$ cat src/hw/rtl/assert_macros.svh
// Assertion macros shared by the scheduler RTL.
`ifndef ASSERT_MACROS_SVH
`define ASSERT_MACROS_SVH

// The condition must hold in the same cycle as the trigger.
`define ASSERT_IMPLIES(lbl, ante, cons) \
  lbl: assert property (@(posedge clk) disable iff (rst) (ante) |-> (cons)) \
    else $error("%m: check failed");

// The condition must hold in the cycle after the trigger.
`define ASSERT_NEXT(lbl, ante, cons) \
  lbl: assert property (@(posedge clk) disable iff (rst) (ante) |=> (cons)) \
    else $error("%m: check failed");

`endif

$ cat src/hw/rtl/mlfq_pkg.sv
// Constants, types and helper functions for the multilevel feedback scheduler.
`default_nettype none

package mlfq_pkg;

  localparam int MAX_JOBS  = 16;
  localparam int LEVELS    = 3;
  localparam int TIME_BITS = 16;

  localparam int JOB_ID_W = 4;
  localparam int DUR_W    = 16;
  localparam int REM_W    = 16;

  localparam int ID_W  = $clog2(MAX_JOBS);
  localparam int LVL_W = (LEVELS > 1) ? $clog2(LEVELS) : 1;
  localparam int CNT_W = $clog2(MAX_JOBS + 1);

  localparam logic [31:0] TIME_MAX32 = 32'((64'd1 << TIME_BITS) - 64'd1);

  typedef logic [ID_W-1:0]      idx_t;
  typedef logic [LVL_W-1:0]     lvl_t;
  typedef logic [CNT_W-1:0]     cnt_t;
  typedef logic [TIME_BITS-1:0] time_t;
  typedef logic [JOB_ID_W-1:0]  job_id_t;
  typedef logic [DUR_W-1:0]     dur_t;
  typedef logic [REM_W-1:0]     rem_t;

  localparam lvl_t LAST_LVL = lvl_t'(LEVELS - 1);

  typedef enum logic [1:0] {
    ST_OK   = 2'd0,
    ST_BUSY = 2'd1,
    ST_ZERO = 2'd2
  } status_t;

  typedef enum logic {
    ACT_ARRIVE = 1'b0,
    ACT_TICK   = 1'b1
  } action_t;

  // Queue block control: one push and one pop per cycle.
  typedef struct packed {
    logic push_en;
    lvl_t push_lvl;
    idx_t push_id;
    logic pop_en;
  } q_ctrl_t;

  typedef struct packed {
    logic nonempty;
    idx_t head_id;
  } q_stat_t;

  // Job table read addresses.
  typedef struct packed {
    idx_t arr_id;
    idx_t run_id;
  } job_addr_t;

  // Job table write controls.
  typedef struct packed {
    logic  arr_en;
    time_t arr_time;
    logic  disp_en;
    lvl_t  disp_lvl;
    logic  run_en;
    time_t run_time;
    logic  run_done;
  } job_wr_t;

  typedef struct packed {
    logic  arr_busy;
    lvl_t  run_lvl;
    time_t run_time;
  } job_stat_t;

  // Clamps a requested duration to the widest count the table can hold.
  function automatic time_t sat_time(dur_t d);
    logic [31:0] w;
    w = 32'(d);
    if (w > TIME_MAX32) begin
      w = TIME_MAX32;
    end
    return time_t'(w);
  endfunction

endpackage

`default_nettype wire

$ cat src/hw/rtl/mlfq_ifs.sv
// Request and result channel interfaces of the scheduler.
`default_nettype none

interface mlfq_req_if;
  logic                     valid;
  logic                     ready;
  logic                     action;
  logic [mlfq_pkg::JOB_ID_W-1:0] job_id;
  logic [mlfq_pkg::DUR_W-1:0]    duration;

  modport source (output valid, action, job_id, duration, input ready);
  modport sink   (input valid, action, job_id, duration, output ready);
endinterface

interface mlfq_res_if;
  logic                          valid;
  logic                          ready;
  logic [1:0]                    status;
  logic                          ran_valid;
  logic [mlfq_pkg::JOB_ID_W-1:0] ran_job;
  logic [mlfq_pkg::REM_W-1:0]    remaining;
  logic                          job_finished;

  modport source (output valid, status, ran_valid, ran_job, remaining, job_finished,
                  input ready);
  modport sink   (input valid, status, ran_valid, ran_job, remaining, job_finished,
                  output ready);
endinterface

`default_nettype wire

$ cat src/hw/rtl/mlfq_queues.sv
// Ring buffers for the priority levels, with the highest-priority head encoder.
`default_nettype none

module mlfq_queues (
  input  logic              clk,
  input  logic              rst,
  input  mlfq_pkg::q_ctrl_t ctrl,
  output mlfq_pkg::q_stat_t stat
);

  localparam int SUM_W = mlfq_pkg::CNT_W + 1;

  mlfq_pkg::idx_t fifo_mem [mlfq_pkg::LEVELS][mlfq_pkg::MAX_JOBS];
  mlfq_pkg::idx_t head     [mlfq_pkg::LEVELS];
  mlfq_pkg::cnt_t count    [mlfq_pkg::LEVELS];

  mlfq_pkg::idx_t head_val [mlfq_pkg::LEVELS];
  mlfq_pkg::lvl_t pop_lvl;
  mlfq_pkg::idx_t pop_next;
  logic           found;
  logic           push_ok;
  logic           pop_ok;
  logic [SUM_W-1:0] slot_sum;
  mlfq_pkg::idx_t slot;

  // Scan from the highest level down to level 0 so that level 0 wins.
  always_comb begin
    found   = 1'b0;
    pop_lvl = '0;
    for (int l = mlfq_pkg::LEVELS - 1; l >= 0; l--) begin
      if (count[l] != '0) begin
        found   = 1'b1;
        pop_lvl = mlfq_pkg::lvl_t'(l);
      end
    end
  end

  assign stat.nonempty = found;
  assign stat.head_id  = head_val[pop_lvl];

  assign push_ok = ctrl.push_en &&
                   (count[ctrl.push_lvl] < mlfq_pkg::cnt_t'(mlfq_pkg::MAX_JOBS));
  assign pop_ok  = ctrl.pop_en && found;

  assign pop_next = (head[pop_lvl] == mlfq_pkg::idx_t'(mlfq_pkg::MAX_JOBS - 1)) ? '0
                                                       : head[pop_lvl] + mlfq_pkg::idx_t'(1);

  // Tail slot is head plus count, wrapped once around the ring.
  always_comb begin
    slot_sum = SUM_W'(head[ctrl.push_lvl]) + SUM_W'(count[ctrl.push_lvl]);
    if (slot_sum >= SUM_W'(mlfq_pkg::MAX_JOBS)) begin
      slot_sum = slot_sum - SUM_W'(mlfq_pkg::MAX_JOBS);
    end
    slot = mlfq_pkg::idx_t'(slot_sum);
  end

  always_ff @(posedge clk) begin
    if (push_ok) begin
      fifo_mem[ctrl.push_lvl][slot] <= ctrl.push_id;
    end
  end

  // Each level keeps a registered copy of its head entry. A pop reloads it from the
  // next slot, and a request pushed into a level that is, or is about to be, empty
  // lands there directly.
  always_ff @(posedge clk) begin
    if (rst) begin
      for (int l = 0; l < mlfq_pkg::LEVELS; l++) begin
        head_val[l] <= '0;
      end
    end else begin
      for (int l = 0; l < mlfq_pkg::LEVELS; l++) begin
        if (pop_ok && (pop_lvl == mlfq_pkg::lvl_t'(l)) &&
            (count[l] != mlfq_pkg::cnt_t'(1))) begin
          head_val[l] <= fifo_mem[pop_lvl][pop_next];
        end else if (push_ok && (ctrl.push_lvl == mlfq_pkg::lvl_t'(l)) &&
                     ((count[l] == '0) || (pop_ok && (pop_lvl == mlfq_pkg::lvl_t'(l))))) begin
          head_val[l] <= ctrl.push_id;
        end
      end
    end
  end

  always_ff @(posedge clk) begin
    if (rst) begin
      for (int l = 0; l < mlfq_pkg::LEVELS; l++) begin
        head[l]  <= '0;
        count[l] <= '0;
      end
    end else begin
      for (int l = 0; l < mlfq_pkg::LEVELS; l++) begin
        if (pop_ok && (pop_lvl == mlfq_pkg::lvl_t'(l))) begin
          if (head[l] == mlfq_pkg::idx_t'(mlfq_pkg::MAX_JOBS - 1)) begin
            head[l] <= '0;
          end else begin
            head[l] <= head[l] + mlfq_pkg::idx_t'(1);
          end
        end
        if (push_ok && (ctrl.push_lvl == mlfq_pkg::lvl_t'(l)) &&
            !(pop_ok && (pop_lvl == mlfq_pkg::lvl_t'(l)))) begin
          count[l] <= count[l] + mlfq_pkg::cnt_t'(1);
        end else if (pop_ok && (pop_lvl == mlfq_pkg::lvl_t'(l)) &&
                     !(push_ok && (ctrl.push_lvl == mlfq_pkg::lvl_t'(l)))) begin
          count[l] <= count[l] - mlfq_pkg::cnt_t'(1);
        end
      end
    end
  end

endmodule

`default_nettype wire

$ cat src/hw/rtl/mlfq_jobs.sv
// Per-job table: remaining time, return level and busy flag.
`default_nettype none

module mlfq_jobs (
  input  logic                clk,
  input  logic                rst,
  input  mlfq_pkg::job_addr_t addr,
  input  mlfq_pkg::job_wr_t   wr,
  output mlfq_pkg::job_stat_t stat
);

  mlfq_pkg::time_t                time_left [mlfq_pkg::MAX_JOBS];
  mlfq_pkg::lvl_t                 ret_lvl   [mlfq_pkg::MAX_JOBS];
  logic [mlfq_pkg::MAX_JOBS-1:0]  busy;

  assign stat.arr_busy = busy[addr.arr_id];
  assign stat.run_lvl  = ret_lvl[addr.run_id];
  assign stat.run_time = time_left[addr.run_id];

  always_ff @(posedge clk) begin
    if (rst) begin
      busy <= '0;
      for (int j = 0; j < mlfq_pkg::MAX_JOBS; j++) begin
        time_left[j] <= '0;
        ret_lvl[j]   <= '0;
      end
    end else begin
      if (wr.arr_en) begin
        time_left[addr.arr_id] <= wr.arr_time;
        ret_lvl[addr.arr_id]   <= '0;
        busy[addr.arr_id]      <= 1'b1;
      end
      if (wr.disp_en) begin
        ret_lvl[addr.run_id] <= wr.disp_lvl;
      end
      if (wr.run_en) begin
        time_left[addr.run_id] <= wr.run_time;
        if (wr.run_done) begin
          busy[addr.run_id] <= 1'b0;
        end
      end
    end
  end

endmodule

`default_nettype wire

$ cat src/hw/rtl/multilevel_feedback_scheduler_top.sv
// Top level of the multilevel feedback scheduler: input register, dispatch logic, result register.
//
//   Channel | Direction | Payload                                         | Handshake
//   req     | in        | action, job_id, duration                        | valid/ready
//   res     | out       | status, ran_valid, ran_job, remaining, job_finished | valid/ready
//
// Each request is held in the input register; the dispatch decision, the
// queue push and pop and the job table update all happen as it moves into the result
// register, so one request per cycle is sustained while results are taken.
// Synchronous reset clears all queues, the job table and both handshake stages.
// A stalled result holds the input register; a new request is still taken whenever
// the input register is empty or moving on.
`default_nettype none
`include "assert_macros.svh"

module multilevel_feedback_scheduler_top (
  input  logic           clk,
  input  logic           rst,
  mlfq_req_if.sink       req,
  mlfq_res_if.source     res
);

  // Input register
  logic                s1_valid;
  mlfq_pkg::action_t   s1_action;
  mlfq_pkg::job_id_t   s1_id;
  mlfq_pkg::dur_t      s1_dur;

  // Result register
  logic                res_valid;
  mlfq_pkg::status_t   res_status;
  logic                res_ran_valid;
  mlfq_pkg::job_id_t   res_ran_job;
  mlfq_pkg::rem_t      res_remaining;
  logic                res_finished;

  // Running job
  logic                cur_valid;
  mlfq_pkg::idx_t      cur_job;
  mlfq_pkg::lvl_t      cur_lvl;

  logic                adv;
  logic                fire;
  logic                is_tick;
  logic                id_oob;
  mlfq_pkg::status_t   status;
  logic                arr_ok;
  logic                dispatch;
  logic                keep;
  logic                run;
  mlfq_pkg::idx_t      run_id;
  mlfq_pkg::time_t     t_next;
  logic                done;
  mlfq_pkg::lvl_t      next_lvl;

  mlfq_pkg::q_ctrl_t   qc;
  mlfq_pkg::q_stat_t   qs;
  mlfq_pkg::job_addr_t ja;
  mlfq_pkg::job_wr_t   jw;
  mlfq_pkg::job_stat_t js;

  assign adv       = !res_valid || res.ready;
  assign fire      = s1_valid && adv;
  assign req.ready = !s1_valid || adv;

  always_ff @(posedge clk) begin
    if (rst) begin
      s1_valid <= 1'b0;
    end else if (req.ready) begin
      s1_valid <= req.valid;
    end
  end

  always_ff @(posedge clk) begin
    if (req.valid && req.ready) begin
      s1_action <= mlfq_pkg::action_t'(req.action);
      s1_id     <= req.job_id;
      s1_dur    <= req.duration;
    end
  end

  assign is_tick = (s1_action == mlfq_pkg::ACT_TICK);
  assign id_oob  = (32'(s1_id) >= mlfq_pkg::MAX_JOBS);

  always_comb begin
    if (is_tick) begin
      status = mlfq_pkg::ST_OK;
    end else if (id_oob || js.arr_busy) begin
      status = mlfq_pkg::ST_BUSY;
    end else if (s1_dur == '0) begin
      status = mlfq_pkg::ST_ZERO;
    end else begin
      status = mlfq_pkg::ST_OK;
    end
  end

  assign arr_ok   = !is_tick && (status == mlfq_pkg::ST_OK);
  assign dispatch = is_tick && qs.nonempty;
  // With every level empty the running job keeps the processor.
  assign keep     = is_tick && !qs.nonempty && cur_valid;
  assign run      = dispatch || keep;
  assign run_id   = dispatch ? qs.head_id : cur_job;

  assign t_next   = (js.run_time != '0) ? js.run_time - mlfq_pkg::time_t'(1) : js.run_time;
  assign done     = (t_next == '0);
  assign next_lvl = (js.run_lvl == mlfq_pkg::LAST_LVL) ? mlfq_pkg::LAST_LVL
                                                       : js.run_lvl + mlfq_pkg::lvl_t'(1);

  // A preempted job is pushed back into its level in the same cycle as the pop; an arrival is pushed into level 0.
  always_comb begin
    qc.push_en  = fire && (arr_ok || (dispatch && cur_valid));
    qc.push_lvl = is_tick ? cur_lvl : '0;
    qc.push_id  = is_tick ? cur_job : mlfq_pkg::idx_t'(s1_id);
    qc.pop_en   = fire && dispatch;
  end

  always_comb begin
    ja.arr_id   = mlfq_pkg::idx_t'(s1_id);
    ja.run_id   = run_id;
    jw.arr_en   = fire && arr_ok;
    jw.arr_time = mlfq_pkg::sat_time(s1_dur);
    jw.disp_en  = fire && dispatch;
    jw.disp_lvl = next_lvl;
    jw.run_en   = fire && run;
    jw.run_time = t_next;
    jw.run_done = done;
  end

  mlfq_queues u_queues (
    .clk  (clk),
    .rst  (rst),
    .ctrl (qc),
    .stat (qs)
  );

  mlfq_jobs u_jobs (
    .clk  (clk),
    .rst  (rst),
    .addr (ja),
    .wr   (jw),
    .stat (js)
  );

  always_ff @(posedge clk) begin
    if (rst) begin
      cur_valid <= 1'b0;
      cur_job   <= '0;
      cur_lvl   <= '0;
    end else if (fire && dispatch) begin
      cur_job   <= qs.head_id;
      cur_lvl   <= next_lvl;
      cur_valid <= !done;
    end else if (fire && keep && done) begin
      cur_valid <= 1'b0;
    end
  end

  always_ff @(posedge clk) begin
    if (rst) begin
      res_valid <= 1'b0;
    end else if (fire) begin
      res_valid <= 1'b1;
    end else if (res.ready) begin
      res_valid <= 1'b0;
    end
  end

  always_ff @(posedge clk) begin
    if (fire) begin
      res_status    <= status;
      res_ran_valid <= run;
      res_ran_job   <= run ? mlfq_pkg::job_id_t'(run_id) : '0;
      res_remaining <= run ? mlfq_pkg::rem_t'(t_next) : '0;
      res_finished  <= run && done;
    end
  end

  assign res.valid        = res_valid;
  assign res.status       = res_status;
  assign res.ran_valid    = res_ran_valid;
  assign res.ran_job      = res_ran_job;
  assign res.remaining    = res_remaining;
  assign res.job_finished = res_finished;

  `ASSERT_NEXT(a_arrive_no_slice, fire && !is_tick, res_valid && !res_ran_valid)
  `ASSERT_NEXT(a_idle_tick, fire && is_tick && !qs.nonempty && !cur_valid, res_valid && !res_ran_valid && (res_status == mlfq_pkg::ST_OK))
  `ASSERT_NEXT(a_dispatch_runs_head, fire && dispatch, res_ran_valid && (res_ran_job == mlfq_pkg::job_id_t'($past(qs.head_id))))
  `ASSERT_IMPLIES(a_keep_needs_job, fire && keep, cur_valid && (js.run_time != '0))

endmodule

`default_nettype wire
$ cat src/flat_wrapper.sv
// flat-port wrapper written by rule: the top's interface ports become plain ports
module multilevel_feedback_scheduler_top_flat 
  (clk, rst, req_valid, req_action, req_job_id, req_duration, req_ready, res_valid, res_status, res_ran_valid, res_ran_job, res_remaining, res_job_finished, res_ready);
  mlfq_req_if req_i ();
  mlfq_res_if res_i ();
  input  logic clk;
  input  logic rst;
  input wire logic [$bits(req_i.valid)-1:0] req_valid;
  input wire logic [$bits(req_i.action)-1:0] req_action;
  input wire logic [$bits(req_i.job_id)-1:0] req_job_id;
  input wire logic [$bits(req_i.duration)-1:0] req_duration;
  output wire logic [$bits(req_i.ready)-1:0] req_ready;
  output wire logic [$bits(res_i.valid)-1:0] res_valid;
  output wire logic [$bits(res_i.status)-1:0] res_status;
  output wire logic [$bits(res_i.ran_valid)-1:0] res_ran_valid;
  output wire logic [$bits(res_i.ran_job)-1:0] res_ran_job;
  output wire logic [$bits(res_i.remaining)-1:0] res_remaining;
  output wire logic [$bits(res_i.job_finished)-1:0] res_job_finished;
  input wire logic [$bits(res_i.ready)-1:0] res_ready;
  assign req_i.valid = req_valid;
  assign req_i.action = req_action;
  assign req_i.job_id = req_job_id;
  assign req_i.duration = req_duration;
  assign req_ready = req_i.ready;
  assign res_valid = res_i.valid;
  assign res_status = res_i.status;
  assign res_ran_valid = res_i.ran_valid;
  assign res_ran_job = res_i.ran_job;
  assign res_remaining = res_i.remaining;
  assign res_job_finished = res_i.job_finished;
  assign res_i.ready = res_ready;
  multilevel_feedback_scheduler_top u_core (.clk(clk), .rst(rst), .req(req_i), .res(res_i));
endmodule
$ cat config.mk
export PLATFORM = sky130hd
export DESIGN_NAME = multilevel_feedback_scheduler_top_flat
export DESIGN_NICKNAME = d
export VERILOG_FILES = /design/src/hw/rtl/mlfq_pkg.sv /design/src/hw/rtl/mlfq_ifs.sv /design/src/hw/rtl/mlfq_queues.sv /design/src/hw/rtl/mlfq_jobs.sv /design/src/hw/rtl/multilevel_feedback_scheduler_top.sv /design/src/flat_wrapper.sv
export VERILOG_INCLUDE_DIRS = /design/src /design/src/hw/rtl
export SDC_FILE = /design/constraint.sdc
export NUM_CORES = 1
export LEC_CHECK = 0
export ABC_CLOCK_PERIOD_IN_PS = 6200
export BUFFER_PORTS_ARGS = -buffer_cell sky130_fd_sc_hd__buf_2
export CAP_MARGIN = 15
export CORE_MARGIN = 5
export CORE_UTILIZATION = 63
export CTS_CLUSTER_SIZE = 20
export DETAILED_ROUTE_END_ITERATION = 12
export HOLD_SLACK_MARGIN = 0.1
export PLACE_DENSITY = 0.88
export SYNTH_ARGS = -nofsm -noshare
export SYNTH_HDL_FRONTEND = slang
export SYNTH_SLANG_ARGS = --single-unit
$ cat constraint.sdc
create_clock -name clk -period 6.2 [get_ports clk]
set_clock_uncertainty 0.2 [all_clocks]
set_input_delay 1.55 -clock clk [delete_from_list [all_inputs] [get_ports clk]]
set_output_delay 1.55 -clock clk [all_outputs]
set_load 0.02 [all_outputs]
After elaboration in Yosys (flattened, before gate mapping)
Memories as Yosys holds them, arrays and structs flattened.
Index checks and enable logic that the tools add are counted.
{ "word_totals": {"memories": 6, "input_bits": 25, "elab_cells": 295, "mem_bits_ro": 0, "mem_bits_rw": 519, "out_inout_bits": 26, "latch_bits": 0, "reg_bits": 70} }
{ "op_classes": {"reduce_logical": 73, "add_sub_neg": 14, "n_lt_le_gt_ge": 9, "n_div": 0, "multipliers": 0, "eq_ne": 12, "shifts": 0, "n_bitwise": 23, "mux": 144} }
{ "memory_table": {"columns": ["name", "words", "word_bits", "read_ports", "rd_clocked_by_memory_dff", "wr", "line", "source"], "rows": [
  ["u_core.u_jobs.time_left", 16, 16, 1, 0, 16, "mlfq_jobs.sv:12", "mlfq_pkg::time_t time_left [mlfq_pkg::MAX_JOBS];"],
  ["u_core.u_queues.fifo_mem", 3, 64, 1, 0, 1, "mlfq_queues.sv:13", "mlfq_pkg::idx_t fifo_mem [mlfq_pkg::LEVELS][mlfq_pkg::MAX_JOBS];"],
  ["u_core.u_jobs.ret_lvl", 16, 2, 1, 0, 16, "mlfq_jobs.sv:13", "mlfq_pkg::lvl_t ret_lvl [mlfq_pkg::MAX_JOBS];"],
  ["u_core.u_queues.count", 3, 5, 4, 0, 3, "mlfq_queues.sv:15", "mlfq_pkg::cnt_t count [mlfq_pkg::LEVELS];"],
  ["u_core.u_queues.head", 3, 4, 5, 0, 3, "mlfq_queues.sv:14", "mlfq_pkg::idx_t head [mlfq_pkg::LEVELS];"],
  ["u_core.u_queues.head_val", 3, 4, 1, 0, 3, "mlfq_queues.sv:17", "mlfq_pkg::idx_t head_val [mlfq_pkg::LEVELS];"]
]} }
{ "ops": {"columns": ["operator", "count"], "rows": [
  ["$mux 16", 7],
  ["$mux 1", 92],
  ["$mux 4", 23],
  ["$mux 64", 1],
  ["$logic_and 1x1->1", 37],
  ["$logic_not 16->1", 2],
  ["$reduce_or 16->1", 2],
  ["$mux 5", 6],
  ["$mux 2", 10],
  ["$or 1x1->1", 18],
  ["$add 4x1->4 const B", 4],
  ["$and 16x16->16", 1],
  ["$bmux 4 s4", 1],
  ["$demux 4 s4", 1],
  ["$eq 4x4->1 const B", 4],
  ["$not 16->16", 1],
  ["$or 16x16->16", 1],
  ["$reduce_bool 16->1", 1],
  ["$sub 16x1->16 const B", 1],
  ["$add 5x1->5 const B", 3],
  ["$logic_not 5->1", 3],
  ["$ne 5x1->1 const B", 3],
  ["$reduce_bool 5->1", 3],
  ["$sub 5x1->5 const B", 3],
  ["19 further kinds", 47]
]} }

Logic depth before layout (Yosys ltp)
An unclocked memory read counts as a cell.
{ "depth": {"ltp_word": 18, "depth_mapped": 26, "depth_no_buf": 20} }

By module
A second synthesis with hierarchy kept.
{ "unflattened": {"hier_cells": 2445, "area_unflattened_um2": 30131.4} }
{ "by_module_without_submodules": {"columns": ["mod", "cells_each", "instances", "seq_area_each_um2", "area_each_um2"], "rows": [
  ["mlfq_jobs", 1334, 1, 8968.6, 16499.6],
  ["mlfq_queues", 889, 1, 6936.7, 10993.0],
  ["multilevel_feedback_scheduler_top", 222, 1, 1531.5, 2638.8]
]} }

Least setup slack after synthesis
No wires, ideal clock.
{ "synth_path": {"kind": "flip-flop to flip-flop", "from": "mem u_core.u_queues.count[2][0] (netlist name)", "to": "mem u_core.u_jobs.time_left[0][8] (netlist name) (data pin)", "path_slack_ps": 591, "required_time_ps": 5734, "setup_time_ps": 266, "period_less_slack_ps": 5609, "stages_incl_launch_ff": 25, "path_buffers": 5, "t_arrival_ps": 5143, "cell_sequence": "edfxtp_1 inv_1 ha_1 or4b_1 clkbuf_1 o21ai_1 a211o_1 buf_4 buf_2 mux2_2 a22oi_1 a21oi_1 nor4_1 nand2_1 clkinv_1 ha_1 buf_1 inv_1 a211oi_1 a41oi_1 a31oi_1 nor2_1 a21oi_1 clkbuf_1 nor2_1"} }
{ "synth_rtl": {"columns": ["item", "line"], "rows": [
  ["start: declaration", "mlfq_queues.sv:15"],
  ["end: declaration", "mlfq_jobs.sv:12"]
]} }

==> results.sh <==
export IMPL_dr_pass1_iters=7
export IMPL_synth_ff_type="edfxtp_1"
export IMPL_synthesis_nets=2595
export IMPL_fmaxAchievable_ghz=0.1650
export IMPL_ctsHtreeMaxLevel=2
export IMPL_postSynthAreaPerCell_sq_um=11.61
export IMPL_crit_required_ns=6.38
export IMPL_cp_max_fo=16
export IMPL_syn_inst=2547
export IMPL_cp_slowest_cell="or4b_1"
export IMPL_numPortBuffers=50
export IMPL_power_mw=9.621
export IMPL_setup_ws_ns=0.1393
export IMPL_hpwlAfterDp_microns=58220
export IMPL_max_slew_margin_pct=21.89
export IMPL_place_congestion=1.021
export IMPL_antenna_found_initial=0
export IMPL_hp_class="reg2reg"
export IMPL_fp_row_count=79
export IMPL_drtIter0Drc=3931
export IMPL_layout_cells_non_filler=3287
export IMPL_synth_seq_area_share_pct=58.96
export IMPL_clock_sinks=589
export IMPL_routed_wl_microns=88560
export IMPL_crit_chain="inv_1 > ha_1 > or4b_1 > and4_1 > a221oi_2 > buf_4 > nand3_1 > buf_4 > o221ai_1 > a2111oi_0 > buf_4 > a211oi_1 > nand4_2 > nor2_4 > a211o_1 > a21oi_1 > a21oi_1 > buf_4 > nor2_1"
export IMPL_coreArea_sq_um=46460
export IMPL_grt_pass1_vias=22817
export IMPL_tns_ns=0
export IMPL_rsz0062_at_grt="no"
export IMPL_synth_edff_count=564
export IMPL_yosysUniqueCellTypes=92
export IMPL_clk_latency_ns=0.65
export IMPL_synthTopCellsByCount="edfxtp_1 (564), nor2_1 (485), nand2_1 (308)"
export IMPL_fin_nets=2678
export IMPL_antenna_cells=0
export IMPL_ys_async_sr_fraction_pct=0
export IMPL_vias=23182
export IMPL_cp_common_cell="buf_4"
export IMPL_yosysMostFrequentCell="edfxtp_1"
export IMPL_clockBufferDepth=3
export IMPL_finalCriticalPeriod_ns=6.061
export IMPL_critPathBufInv=5
export IMPL_die_x_microns=226.7
export IMPL_cpLargestDelayFamily="simple AND/OR/NAND/NOR gates"
export IMPL_holdBufCountCts=0
export IMPL_grt_usage_pct=33.81
export IMPL_ir_drop_uv=348.0
export IMPL_setup_viol=0
export IMPL_cts_buffers=59
export IMPL_min_period_over_period_pct=97.75
export IMPL_grt_overflow=0
export IMPL_synth_warnings=0
export IMPL_p_leak_nw=11.69
export IMPL_drcViolationCount=0
export IMPL_fp_dieH_microns=226.7
export IMPL_crit_type="reg2reg"
export IMPL_vias_per_cell=7.053
export IMPL_cpPeakStageDelay_ns=0.61
export IMPL_worst_slew_pin_slew_ns=1.169
export IMPL_p_per_area_nw_per_um2=290.4
export IMPL_yosys_register_bits=589
export IMPL_path_clk_slew_ns=0.06
export IMPL_pin_count=51
export IMPL_fillCellCount=3027
export IMPL_dp_slack_ns=0.01566
export IMPL_drive_gt1_share_pct=16.16
export IMPL_synth_area_sq_um=29570
export IMPL_start_util_pct=63.65
export IMPL_area_delta_synth_final_pct=12.03
export IMPL_drv_cap=0
export IMPL_hold_viol_final=0
export IMPL_wl_per_cell_microns=26.94
export IMPL_grt_pass1_wl_microns=132700
export IMPL_crit_arrival_ns=6.24
export IMPL_fin_util_pct=71.31
export IMPL_slew_viol_final=0
export IMPL_cts_tree="yes"
export IMPL_cts_root_buffer="clkbuf_16"
export IMPL_cp_start_kind="register"
export IMPL_synthDominantCellAreaShare_pct=57.27
export IMPL_status="complete, no violations"
export IMPL_grt_max_degree=58
export IMPL_worst_setup_path_end_kind="register"
export IMPL_synthTopCellsByArea="edfxtp_1 (57%), nor2_1 (6.2%), mux4_2 (5.5%), mux2i_1 (4.2%), nand2_1 (3.9%)"
export IMPL_detail_route_antenna_nets=0
export IMPL_dieArea_sq_um=51370
export IMPL_synth_top_cell_by_area="edfxtp_1"
export IMPL_dpl_cell_count=3174
-- tightest hold or removal path, delay by kind of cell (launching register included) --
kind	cells	cell delay [ns]
AO/OA/AOI/OAI	1	0.08
flip-flops	1	0.36
AND/OR/NAND/NOR	1	0.07
-- placed cells by master (no fill, tap or decap), types with 20 or more instances in the layout --
| cell type | n |
|---|---|
| a21oi_1 | 87 |
| buf_12 | 20 |
| nand2_1 | 308 |
| nor2_1 | 483 |
| a31oi_1 | 47 |
| buf_2 | 50 |
| mux2i_1 | 122 |
| nand3_1 | 92 |
| dfxtp_1 | 23 |
| mux4_2 | 72 |
| a22oi_1 | 34 |
| inv_1 | 29 |
| edfxtp_1 | 564 |
| o21ai_0 | 60 |
| clkbuf_16 | 59 |
| ha_1 | 22 |
| nor3_1 | 32 |
| buf_4 | 120 |
| nand4_1 | 21 |
| mux2_2 | 26 |
| o22ai_1 | 25 |
-- power by group --
| group | total [mW] | leakage, nW | internal [mW] | switching, mW |
|---|---|---|---|---|
| Combinational | 1.51 | 5.00 | 0.525 | 0.980 |
| Clock | 3.52 | 0.917 | 1.96 | 1.56 |
| Sequential | 4.59 | 5.77 | 4.49 | 0.0980 |
| Total | 9.62 | 11.7 | 6.98 | 2.64 |
-- kinds of logic (layout without fill, tap and decap cells) --
kind of cell / Yosys count / in the layout / synth area share, %
buffers and inverters: 200 / 333 / 3.017
muxes: 223 / 223 / 10.72
and+or+nand+nor: 1056 / 1056 / 15.57
xor gates and xnor gates: 26 / 26 / 0.7700
DFF: 589 / 589 / 58.96
AOI/OAI and AO/OA: 430 / 430 / 9.960
adders and majority gates: 23 / 23 / 0.9985
-- per-stage QoR --
step                      hold slack, ns  cell area (sq um)
after floorplan                   0.2868              29570
after global placement            0.3014              31180
after detailed placement          0.3294              31180
after CTS                         0.3435              33060
after global routing              0.3854              33130
final                             0.3410              33130
-- path summary, 6_finish.rpt --
path	cells after the start	slack, ns	start	end
max	19	0.14	u_core.u_queues.count[2][0]	u_core.u_jobs.time_left[13][2]
min reg2reg	2	0.34	u_core.s1_valid	u_core.s1_valid
min	2	0.34	u_core.s1_valid	u_core.s1_valid
max reg2reg	19	0.14	u_core.u_queues.count[2][0]	u_core.u_jobs.time_left[13][2]
-- routing by layer --
layer / part of all wire (%) / global-route usage, %
met1: 34 / 43.52
met2: 46 / 53.19
met3: 14 / 9.490
met4: 6.4 / 17.14
met5: 0 / 0
-- cell type report --
| class | count | area, sq um | area share [%] |
|---|---|---|---|
| sequential | 589 | 17440 | 52.65 |
| clock buffer | 74 | 1533 | 4.626 |
| timing repair buffer | 190 | 1551 | 4.683 |
| tap | 607 | 759.5 | 2.292 |
| inverter | 32 | 120.1 | 0.3626 |
| clock inverter | 37 | 340.3 | 1.027 |
| multi-input combinational | 1758 | 11380 | 34.36 |
-- sequential cells by signal (all words and copies together), names as in the netlist, 12 cells and up --
signal and cells:
u_core.u_jobs.time_left 256, u_core.u_jobs.busy 16, u_core.u_queues.count 15, u_core.s1_dur 16, u_core.u_queues.head 12, u_core.u_jobs.ret_lvl 32, u_core.u_queues.head_val 12, u_core.u_queues.fifo_mem 192
u_core.res.remaining 16
-- what timing repair did --
action	CTS	global route
gates resized for setup	1	13
setup buffers	0	2
pin swaps	0	1
setup endpoints to repair	34	259
(Power assumes the default switching activity.)
